===== config.mk =====
export PLATFORM = sky130hd
export DESIGN_NAME = jsu_queue
export DESIGN_NICKNAME = d
export VERILOG_FILES = /design/src/rtl/jsu_pkg.sv /design/src/rtl/jsu_queue.sv
export SDC_FILE = /design/constraint.sdc
export NUM_CORES = 1
export LEC_CHECK = 0
export ABC_AREA = 1
export BUFFER_PORTS_ARGS = -buffer_cell sky130_fd_sc_hd__buf_2
export CAP_MARGIN = 30
export CORE_UTILIZATION = 47
export CTS_CLUSTER_DIAMETER = 30
export DETAILED_ROUTE_END_ITERATION = 8
export HOLD_SLACK_MARGIN = 0.12
export PLACE_DENSITY_LB_ADDON = 0.1
export SLEW_MARGIN = 10
export SYNTH_ARGS = -nofsm -noshare
export SYNTH_HDL_FRONTEND = slang
export SYNTH_SLANG_ARGS = --single-unit

===== constraint.sdc =====
create_clock -name clk -period 3 [get_ports clk]
set_input_delay 0.15 -clock clk [delete_from_list [all_inputs] [get_ports clk]]
set_output_delay 0.15 -clock clk [all_outputs]
set_load 0.01 [all_outputs]

===== src/rtl/jsu_pkg.sv =====
// jsu_pkg: shared types and character constants for the json string unescaper
// no dependencies; compiled first

package jsu_pkg;

    // parse state of the escape decoder; code 7 is unused and treated as normal
    typedef enum logic [2:0] {
        MODE_NORMAL = 3'd0,
        MODE_ESC    = 3'd1,
        MODE_U      = 3'd2,
        MODE_U0     = 3'd3,
        MODE_U00    = 3'd4,
        MODE_U002   = 3'd5,
        MODE_U003   = 3'd6
    } mode_t;

    localparam int RUN_MAX = 6;

    // character codes
    localparam logic [7:0] CH_BSLASH = 8'h5C;
    localparam logic [7:0] CH_QUOTE  = 8'h22;
    localparam logic [7:0] CH_U      = 8'h75;
    localparam logic [7:0] CH_0      = 8'h30;
    localparam logic [7:0] CH_2      = 8'h32;
    localparam logic [7:0] CH_3      = 8'h33;
    localparam logic [7:0] CH_7      = 8'h37;
    localparam logic [7:0] CH_LC_C   = 8'h63;
    localparam logic [7:0] CH_LC_E   = 8'h65;
    localparam logic [7:0] CH_B      = 8'h62;
    localparam logic [7:0] CH_F      = 8'h66;
    localparam logic [7:0] CH_N      = 8'h6E;
    localparam logic [7:0] CH_R      = 8'h72;
    localparam logic [7:0] CH_T      = 8'h74;
    localparam logic [7:0] CH_APOS   = 8'h27;
    localparam logic [7:0] CH_LT     = 8'h3C;
    localparam logic [7:0] CH_GT     = 8'h3E;
    localparam logic [7:0] CH_BSP    = 8'h08;
    localparam logic [7:0] CH_FF     = 8'h0C;
    localparam logic [7:0] CH_LF     = 8'h0A;
    localparam logic [7:0] CH_CR     = 8'h0D;
    localparam logic [7:0] CH_TAB    = 8'h09;

    typedef struct packed {
        logic [7:0] in_byte;
        logic       string_end;
    } in_item_t;

    typedef struct packed {
        logic [7:0] out_byte;
        logic       byte_valid;
        logic       run_last;
        logic       string_done;
    } out_item_t;

    // one decoded run: the results caused by one input beat
    typedef struct packed {
        logic [RUN_MAX-1:0][7:0] bytes;
        logic [2:0]              count;    // 1 .. RUN_MAX
        logic                    str_end;
        logic                    marker;   // end marker only, no character
    } run_t;

endpackage


===== src/rtl/jsu_queue.sv =====
// jsu_queue: small fifo of decoded runs between front and back
// depends on jsu_pkg

module jsu_queue #(
    parameter int DEPTH = 2
) (
    input  logic          clk,
    input  logic          rst_n,
    input  logic          push,
    input  jsu_pkg::run_t push_run,
    output logic          full,
    input  logic          pop,
    output jsu_pkg::run_t head_run,
    output logic          empty
);

    localparam int PW = (DEPTH > 1) ? $clog2(DEPTH) : 1;
    localparam int CW = $clog2(DEPTH + 1);

    jsu_pkg::run_t slot_reg [DEPTH];

    logic [PW-1:0] wr_ptr_reg, wr_ptr_next;
    logic [PW-1:0] rd_ptr_reg, rd_ptr_next;
    logic [CW-1:0] fill_reg, fill_next;

    function automatic logic [PW-1:0] wrap_inc(input logic [PW-1:0] p);
        wrap_inc = (p == PW'(DEPTH - 1)) ? '0 : p + PW'(1);
    endfunction

    assign full     = (fill_reg == CW'(DEPTH));
    assign empty    = (fill_reg == '0);
    assign head_run = slot_reg[rd_ptr_reg];

    always_comb
    begin
        wr_ptr_next = push ? wrap_inc(wr_ptr_reg) : wr_ptr_reg;
        rd_ptr_next = pop ? wrap_inc(rd_ptr_reg) : rd_ptr_reg;
        fill_next   = fill_reg;
        if (push && !pop)
        begin
            fill_next = fill_reg + CW'(1);
        end
        else if (pop && !push)
        begin
            fill_next = fill_reg - CW'(1);
        end
    end

    always_ff @(posedge clk)
    begin
        if (push)
        begin
            slot_reg[wr_ptr_reg] <= push_run;
        end
    end

    always_ff @(posedge clk or negedge rst_n)
    begin
        if (!rst_n)
        begin
            wr_ptr_reg <= '0;
            rd_ptr_reg <= '0;
            fill_reg   <= '0;
        end
        else
        begin
            wr_ptr_reg <= wr_ptr_next;
            rd_ptr_reg <= rd_ptr_next;
            fill_reg   <= fill_next;
        end
    end

endmodule


==> results.json <==
{
  "status": "complete, no violations",
  "portBuffers": 111,
  "grt_start_max_net_pins": 54,
  "drc": 0,
  "rr_startpoint": "wr_ptr_reg",
  "layout.cells.non_filler": 480,
  "cp_num_buf_inv": 2,
  "synth_nets": 248,
  "syn_inst": 190,
  "fin_crit_sh": 0.741,
  "synth.area.top_cells": "edfxtp_1 74%, mux2_4 17%, buf_12 2.3%",
  "hp-start": "push_run[40]",
  "clkLatencyLatePin_ns": 0.36,
  "required_ns": 2.85,
  "cts.sinks": 110,
  "crit_chain": "buf_4 -> mux2_4 -> buf_2",
  "ctsResizeCount": 0,
  "path_clk_slew_ns": 0.10,
  "worstMarginPinSlew_ns": 0.757,
  "die_area_um2": 9500,
  "final_common_cell": "buf_2",
  "ios": 112,
  "first_pass_iters": 4,
  "rsz0062_at_grt": "no",
  "layout_common_cells": "111 x buf_2, 106 x edfxtp_1, 57 x dlygate4sd3_1",
  "die_y_um": 97.4,
  "powerDensity_nw_per_um2": 802,
  "setup-tns-final_ns": 0,
  "hold_violations": 0,
  "cts_max_path_buffers": 2,
  "track_usage": 0.155,
  "slew_violations": 0,
  "initial_core_util": 0.489,
  "cts_made_buffers": 9,
  "power_mw": 4.54,
  "cts_max_level": 3,
  "cp_max_fo": 41,
  "cp-startpoint": "rd_ptr_reg",
  "grt_first_pass_wirelength_um": 11200,
  "finalClockSkew_ns": 0.00964,
  "wl_per_cell_um": 14.7,
  "cts_setup_buffers": 0,
  "synth-seq-cells": 110,
  "min_period_ns": 2.22,
  "grt_pass1_vias": 2341,
  "yosys_warnings": 0,
  "syn_avg_cell_area_um2": 22.5,
  "antenna_found_initial": 0,
  "drive_gt1_frac": 0.500,
  "path_class": "flop to output port",
  "p_leak_nw": 2.32,
  "drt_iter0_markers": 56,
  "syn-cell-area_um2": 4280,
  "finalWeightedCongestion": 0.714,
  "synth_top_area_cell": "edfxtp_1",
  "vias_per_cell": 4.69,
  "cpPeakStageDelay_ns": 0.92,
  "slew_headroom": 0.496,
  "synth_cell_types": 14,
  "place_inst": 407,
  "gr-total-overflow": 0,
  "die_x_um": 97.4,
  "core_um2": 8760,
  "crit_family": "flip-flops",
  "largest_reg_flops": 106,
  "final_nets": 425,
  "ir_worst_vdd_mv": 0.656,
  "critPathArrivalTime_ns": 2.07,
  "min_path_type": "primary input to flop",
  "synth.yosys.seq_area_share": 0.767,
  "clock-root-buffer": "clkbuf_8",
  "slowest_stage": "dfrtp_4",
  "routed_wl_um": 7050,
  "n_antenna_cell": 0,
  "cap_violations": 0,
  "cp-start-kind": "flop",
  "ant_nets": 0,
  "areaGrowthSynthToFinish_pct": 32.1,
  "critPathCaptureType": "output port",
  "netlist.area_leader.share": 0.743,
  "vias": 2253,
  "setup_viol": 0,
  "num-fill-cells": 648,
  "cts_hold_buf": 57,
  "fmax_ghz": 0.450,
  "cts_tree": "built",
  "hpwlAfterDp_um": 4210,
  "placementRows": 34
}
[power by group]
group | switching [mW] | total [mW] | internal [mW]
sequential | 0.230 | 2.27 | 2.04
combinational | 0.617 | 1.45 | 0.830
clock | 0.465 | 0.817 | 0.351
[synth_stat cells]
master	number
ha_1	1
nand4_1	1
dfrtp_1	4
inv_1	7
nand2_1	5
edfxtp_1	106
xnor2_1	1
mux2_2	4
nor2_1	3
buf_12	5
nand3_1	1
buf_6	1
mux2_4	49
xor2_1	2
[through the flow]
step | setup slack [ns] | area, um2 | utilization | hold slack, ns
2_1_floorplan | 0.782 | 4280 | - | -0.146
3_3_place_gp | 1.15 | 4900 | 0.559 | -0.0380
3_5_place_dp | 1.13 | 4900 | 0.559 | -0.0361
4_1_cts | 0.725 | 5660 | 0.646 | 0.494
5_1_grt | 0.673 | 5660 | 0.646 | 0.502
6_report | 0.778 | 5660 | 0.646 | 0.510
[worst paths after layout]
kind | cells after the start | slack, ns | end
setup / recovery | 3 | 0.78 | head_run[44]
hold / removal | 2 | 0.51 | slot_reg[0][40]
setup reg to reg | 3 | 1.48 | slot_reg[1][29]
max in group asynchronous | 3 | 2.09 | rd_ptr_reg
min in group asynchronous | 3 | 0.69 | fill_reg[1]
hold reg to reg | 2 | 0.51 | fill_reg[1]
[worst register-to-register path, cell delays in order, from the launching register on]
cell	delay, ns
dfrtp_1	0.43
nand2_1	0.08
inv_2	0.05
buf_4	0.55
[cell families after synthesis]
family / share of synthesized area
DFF: 0.767
adders and majority gates: 0.00292
and+or+nand+nor: 0.00964
muxes: 0.182
xor gates and xnor gates: 0.00614
buffers and inverters: 0.0321
[layout make-up]
cell class | count | area [um2] | area share
Clock buffer | 12 | 155 | 0.0274
Clock inverter | 4 | 30.0 | 0.00531
Inverter | 7 | 26.3 | 0.00464
Multi-Input combinational cell | 67 | 868 | 0.153
Sequential cell | 110 | 3290 | 0.581
Tap cell | 108 | 135 | 0.0239
Timing Repair Buffer | 172 | 1160 | 0.204
[layer usage]
| layer | wire (um) | global-route usage | vias up |
|---|---|---|---|
| li1 | - | - | 1082 |
| met1 | 2840 | 0.178 | 1096 |
| met2 | 3830 | 0.281 | 68 |
| met3 | 299 | 0.0324 | 7 |
| met4 | 85 | 0.0611 | 0 |
| met5 | 0 | 0 | - |
(Power assumes the default switching activity.)
