===== src/rtl/jsu_pkg.sv =====
// jsu_pkg: shared types and character constants for the json string unescaper
// no dependencies; compiled first

package jsu_pkg;

    // parse state of the escape decoder; code 7 is unused and treated as normal
    typedef enum logic [2:0] {
        MODE_NORMAL = 3'd0,
        MODE_ESC    = 3'd1,
        MODE_U      = 3'd2,
        MODE_U0     = 3'd3,
        MODE_U00    = 3'd4,
        MODE_U002   = 3'd5,
        MODE_U003   = 3'd6
    } mode_t;

    localparam int RUN_MAX = 6;

    // character codes
    localparam logic [7:0] CH_BSLASH = 8'h5C;
    localparam logic [7:0] CH_QUOTE  = 8'h22;
    localparam logic [7:0] CH_U      = 8'h75;
    localparam logic [7:0] CH_0      = 8'h30;
    localparam logic [7:0] CH_2      = 8'h32;
    localparam logic [7:0] CH_3      = 8'h33;
    localparam logic [7:0] CH_7      = 8'h37;
    localparam logic [7:0] CH_LC_C   = 8'h63;
    localparam logic [7:0] CH_LC_E   = 8'h65;
    localparam logic [7:0] CH_B      = 8'h62;
    localparam logic [7:0] CH_F      = 8'h66;
    localparam logic [7:0] CH_N      = 8'h6E;
    localparam logic [7:0] CH_R      = 8'h72;
    localparam logic [7:0] CH_T      = 8'h74;
    localparam logic [7:0] CH_APOS   = 8'h27;
    localparam logic [7:0] CH_LT     = 8'h3C;
    localparam logic [7:0] CH_GT     = 8'h3E;
    localparam logic [7:0] CH_BSP    = 8'h08;
    localparam logic [7:0] CH_FF     = 8'h0C;
    localparam logic [7:0] CH_LF     = 8'h0A;
    localparam logic [7:0] CH_CR     = 8'h0D;
    localparam logic [7:0] CH_TAB    = 8'h09;

    typedef struct packed {
        logic [7:0] in_byte;
        logic       string_end;
    } in_item_t;

    typedef struct packed {
        logic [7:0] out_byte;
        logic       byte_valid;
        logic       run_last;
        logic       string_done;
    } out_item_t;

    // one decoded run: the results caused by one input beat
    typedef struct packed {
        logic [RUN_MAX-1:0][7:0] bytes;
        logic [2:0]              count;    // 1 .. RUN_MAX
        logic                    str_end;
        logic                    marker;   // end marker only, no character
    } run_t;

endpackage


===== src/rtl/jsu_stream_if.sv =====
// jsu_stream_if: valid/ready stream channel with a typed payload
// no dependencies; payload type set by the instantiating code

interface jsu_stream_if #(
    parameter type payload_t = logic
);
    logic     valid;
    logic     ready;
    payload_t data;

    modport source (
        output valid,
        output data,
        input  ready
    );

    modport sink (
        input  valid,
        input  data,
        output ready
    );
endinterface


===== src/rtl/jsu_back.sv =====
// jsu_back: walks the head run one byte per beat into the output register
// depends on jsu_pkg and jsu_stream_if

module jsu_back (
    input  logic          clk,
    input  logic          rst_n,
    input  jsu_pkg::run_t head_run,
    input  logic          empty,
    output logic          pop,
    jsu_stream_if.source  result
);

    logic               out_valid_reg, out_valid_next;
    jsu_pkg::out_item_t out_data_reg, out_data_next;
    logic [2:0]         idx_reg, idx_next;
    logic               load;
    logic               is_last;

    assign load    = !out_valid_reg || result.ready;
    assign is_last = ((idx_reg + 3'd1) == head_run.count);
    assign pop     = load && !empty && is_last;

    always_comb
    begin
        out_valid_next = out_valid_reg;
        out_data_next  = out_data_reg;
        idx_next       = idx_reg;
        if (load)
        begin
            out_valid_next = !empty;
            if (!empty)
            begin
                out_data_next.out_byte    = head_run.bytes[idx_reg];
                out_data_next.byte_valid  = !head_run.marker;
                out_data_next.run_last    = is_last;
                out_data_next.string_done = is_last && head_run.str_end;
                idx_next = is_last ? 3'd0 : idx_reg + 3'd1;
            end
        end
    end

    assign result.valid = out_valid_reg;
    assign result.data  = out_data_reg;

    always_ff @(posedge clk)
    begin
        out_data_reg <= out_data_next;
    end

    always_ff @(posedge clk or negedge rst_n)
    begin
        if (!rst_n)
        begin
            out_valid_reg <= 1'b0;
            idx_reg       <= 3'd0;
        end
        else
        begin
            out_valid_reg <= out_valid_next;
            idx_reg       <= idx_next;
        end
    end

endmodule


===== src/flat_wrapper.sv =====
// flat-port wrapper written by rule: the top's interface ports become plain ports
module jsu_back_flat 
  (clk, rst_n, head_run, empty, pop, result_valid, result_data, result_ready);
  jsu_stream_if result_i ();
  input  logic clk;
  input  logic rst_n;
  input  jsu_pkg::run_t head_run;
  input  logic empty;
  output logic pop;
  output wire logic [$bits(result_i.valid)-1:0] result_valid;
  output wire logic [$bits(result_i.data)-1:0] result_data;
  input wire logic [$bits(result_i.ready)-1:0] result_ready;
  assign result_valid = result_i.valid;
  assign result_data = result_i.data;
  assign result_i.ready = result_ready;
  jsu_back u_core (.clk(clk), .rst_n(rst_n), .head_run(head_run), .empty(empty), .pop(pop), .result(result_i));
endmodule

===== config.mk =====
export PLATFORM = sky130hd
export DESIGN_NAME = jsu_back_flat
export DESIGN_NICKNAME = d
export VERILOG_FILES = /design/src/rtl/jsu_pkg.sv /design/src/rtl/jsu_stream_if.sv /design/src/rtl/jsu_back.sv /design/src/flat_wrapper.sv
export SDC_FILE = /design/constraint.sdc
export NUM_CORES = 1
export LEC_CHECK = 0
export ABC_AREA = 1
export ABC_CLOCK_PERIOD_IN_PS = 1500
export BUFFER_PORTS_ARGS = -buffer_cell sky130_fd_sc_hd__buf_2
export CELL_PAD_IN_SITES_DETAIL_PLACEMENT = 0
export CELL_PAD_IN_SITES_GLOBAL_PLACEMENT = 1
export CORE_MARGIN = 1.5
export CORE_UTILIZATION = 12
export DETAILED_ROUTE_END_ITERATION = 16
export PLACE_DENSITY = 0.7
export REMOVE_ABC_BUFFERS = 1
export SETUP_SLACK_MARGIN = 0.4
export SLEW_MARGIN = 25
export SYNTH_ARGS = -nofsm -noshare
export SYNTH_HDL_FRONTEND = slang
export SYNTH_SLANG_ARGS = --single-unit

===== constraint.sdc =====
create_clock -name clk -period 1.5 [get_ports clk]
set_input_delay 0.075 -clock clk [delete_from_list [all_inputs] [get_ports clk]]
set_output_delay 0.075 -clock clk [all_outputs]
set_load 0.02 [all_outputs]

==> flow_summary_export.csv <==
group,metric,value,unit
outcome,run_status,"complete, but fails checks",
outcome,violations,"negative setup slack",
finish,multi_input_area,171,sq um
finish,syn_to_final_growth,61.6,%
clocking,numClockSinks,5,
critical_path,cp_top_family,"flip-flops",
finish,largest_register_ffs,3,
die,std_cell_rows,18,
critical_path,critical_path_class,"reg -> out",
place,post-dp-hpwl,503,microns
clocking,cts_buffer_depth,2,
finish,nFillCells,292,
finish,finalInstanceArea,505,sq um
critical_path,cp.arrival,1.44,ns
critical_path,end_kind,"output pin",
die,die_w,54.1,microns
finish,diodes,0,
finish,fin_cells,98,
route,post_drt_wl_per_cell,7.05,microns
critical_path,crit_chain,"ha_4, inv_2, nand2_1, nand2_1, nor2_2, nand2_2, nor2_1, buf_4",
sta,fin_worst_skew,0.00510,ns
critical_path,worst_path_most_repeated_cell,"nand2_1",
finish,layout_commonest_cell,"nand2_1",
finish,drive_gt1_frac,0.382,
clocking,cts-root-buf,"clkbuf_4",
critical_path,critical_path.max_fanout,2,
sta,fin_crit_sh,1.01,
grt,gr-total-overflow,0,
clocking,htreeDepth,1,
clocking,cts_made_buffers,3,
logic_synthesis,synth_seq_cells,5,
pwr,p_leak,0.000279,uW
die,fp.dieH,54.1,microns
sta,rsz0062_at_grt,"true",
sta,slew_headroom,0.833,
route,drc,0,
sta,hold_viol_final,0,
route,drtIter0Drc,3,
route,vias_per_cell,3.44,
grt,grtUsageTotal,0.0569,
critical_path,cpMaxStageDelayCell,"dfrtp_1",
sta,period_minus_slack,1.51,ns
grt,antenna_found_initial,0,
clocking,clock_latency,0.25,ns
die,dieArea,2920,sq um
grt,grt_pass1_vias,263,
logic_synthesis,synthCells,49,
finish,final_cell_mix,"nand2_1 (19), inv_1 (9), buf_2 (9), nand2_2 (5), dfrtp_1 (4)",
logic_synthesis,yosysWarnings,0,
sta,hold_ws,0.0757,ns
grt,grt_max_degree,9,
pwr,powerDensity,1590,nW/um^2
sta,worst_pin_slew,0.250,ns
die,start_util,0.126,
route,detail-route-antenna-nets,0,
pwr,ir_drop,0.000482,V
sta,finalSetupViolCount,1,
die,core,2480,sq um
job,drv_cap,0,
place,place_area,408,sq um
grt,grt_pass1_wl,1050,microns
route,wirelength,691,microns
critical_path,worstPathRequired,1.42,ns
die,num_io_pins,60,
finish,regArea,130,sq um
place,gp_congestion,0.723,
clocking,cts_tree,"built",
logic_synthesis,synth_area_per_cell,6.38,sq um
logic_synthesis,syn_area,313,sq um
logic_synthesis,ys_types,10,
logic_synthesis,ys_seq_area_frac,0.416,
place,placed_cells,90,
critical_path,critPathMaxStageDelay,0.41,ns
route,via_count,337,
sta,fmax,0.662,GHz
sta,drv_slew,0,
critical_path,path_buf_inv,2,
place,portBuffers,10,
route,drt-pass1-iter-count,3,
finish,final_nets,127,
worst_hold_path,hp-class,"in -> reg",
critical_path,critPathLaunchType,"register",
clocking,path_clk_slew,0.04,ns
sta,fin_ws,-0.0100,ns
area by class of cell:
class	count	share of cell area
clock buffer	4	0.0520
inverter	11	0.0817
multi-input combinational	33	0.339
sequential	5	0.257
tap	30	0.0743
timing repair buffer	15	0.196
path summary, 6_finish.rpt:
check / slack [ns] / cells after the start / end / startpoint
worst max register to register: 0.08 / 10 / u_core.idx_reg[1] / u_core.idx_reg[1]
worst min-delay path: 0.08 / 4 / u_core.result.valid / result_ready
worst max-delay path: -0.01 / 8 / pop / u_core.idx_reg[1]
min in group asynchronous: 0.16 / 2 / u_core.idx_reg[2] / rst_n
max in group asynchronous: 1.22 / 2 / u_core.idx_reg[0] / rst_n
worst min register to register: 0.49 / 2 / u_core.result.valid / u_core.result.valid
routing by layer:
| metal | GRT usage | vias to the layer above | part of all wire |
|---|---|---|---|
| met3 | 0.0417 | 3 | 0.069 |
| li1 | - | 178 | - |
| met5 | 0 | - | 0 |
| met1 | 0.0483 | 151 | 0.35 |
| met4 | 0.0500 | 0 | 0.013 |
| met2 | 0.0874 | 5 | 0.56 |
Yosys cell counts, drive strengths merged:
cell type / instances / area, sq um
nand3: 2 / 10.0
a21oi: 1 / 5.00
edfxtp: 1 / 30.0
inv: 11 / 41.3
ha: 1 / 12.5
dfrtp: 4 / 100
nand2: 24 / 95.1
nor2: 5 / 18.8
tightest hold or removal path, stage by stage:
cell	delay (ns)
buf_2	0.07
inv_1	0.03
nand2_1	0.06
nand2_1	0.04
logic make-up (layout without fill, tap and decap cells):
kind of cell | Yosys count | after routing | share of synthesized area
buf+inv | 11 | 30 | 0.132
compound gates | 1 | 1 | 0.0160
flops | 5 | 5 | 0.416
simple gates | 31 | 31 | 0.396
fa+ha+maj | 1 | 1 | 0.0400
timing repair:
action | CTS | global route
setup buffers | 1 | 1
setup endpoints to repair | 5 | 5
hold buffers | 2 | 0
pin swaps | 2 | 0
endpoints found under the hold margin | 5 | 0
resized for setup | 4 | 7
per-stage QoR:
| step | utilization | total power [uW] | setup TNS (ns) | setup slack, ns |
|---|---|---|---|---|
| 2_1_floorplan | - | 434 | 0 | 0.117 |
| 3_3_place_gp | 0.165 | 511 | 0 | 0.122 |
| 3_5_place_dp | 0.165 | 523 | 0 | 0.116 |
| 4_1_cts | 0.192 | 755 | -0.0644 | -0.0644 |
| 5_1_grt | 0.204 | 887 | -0.171 | -0.126 |
| 6_report | 0.204 | 802 | -0.0100 | -0.0100 |
power breakdown:
group	internal (uW)	leakage, uW	switching (uW)
registers	183	0.0000587	43.6
clock network	101	0.0000150	57.9
logic	199	0.000206	217
No activity file was read; power rests on OpenSTA's default activity.
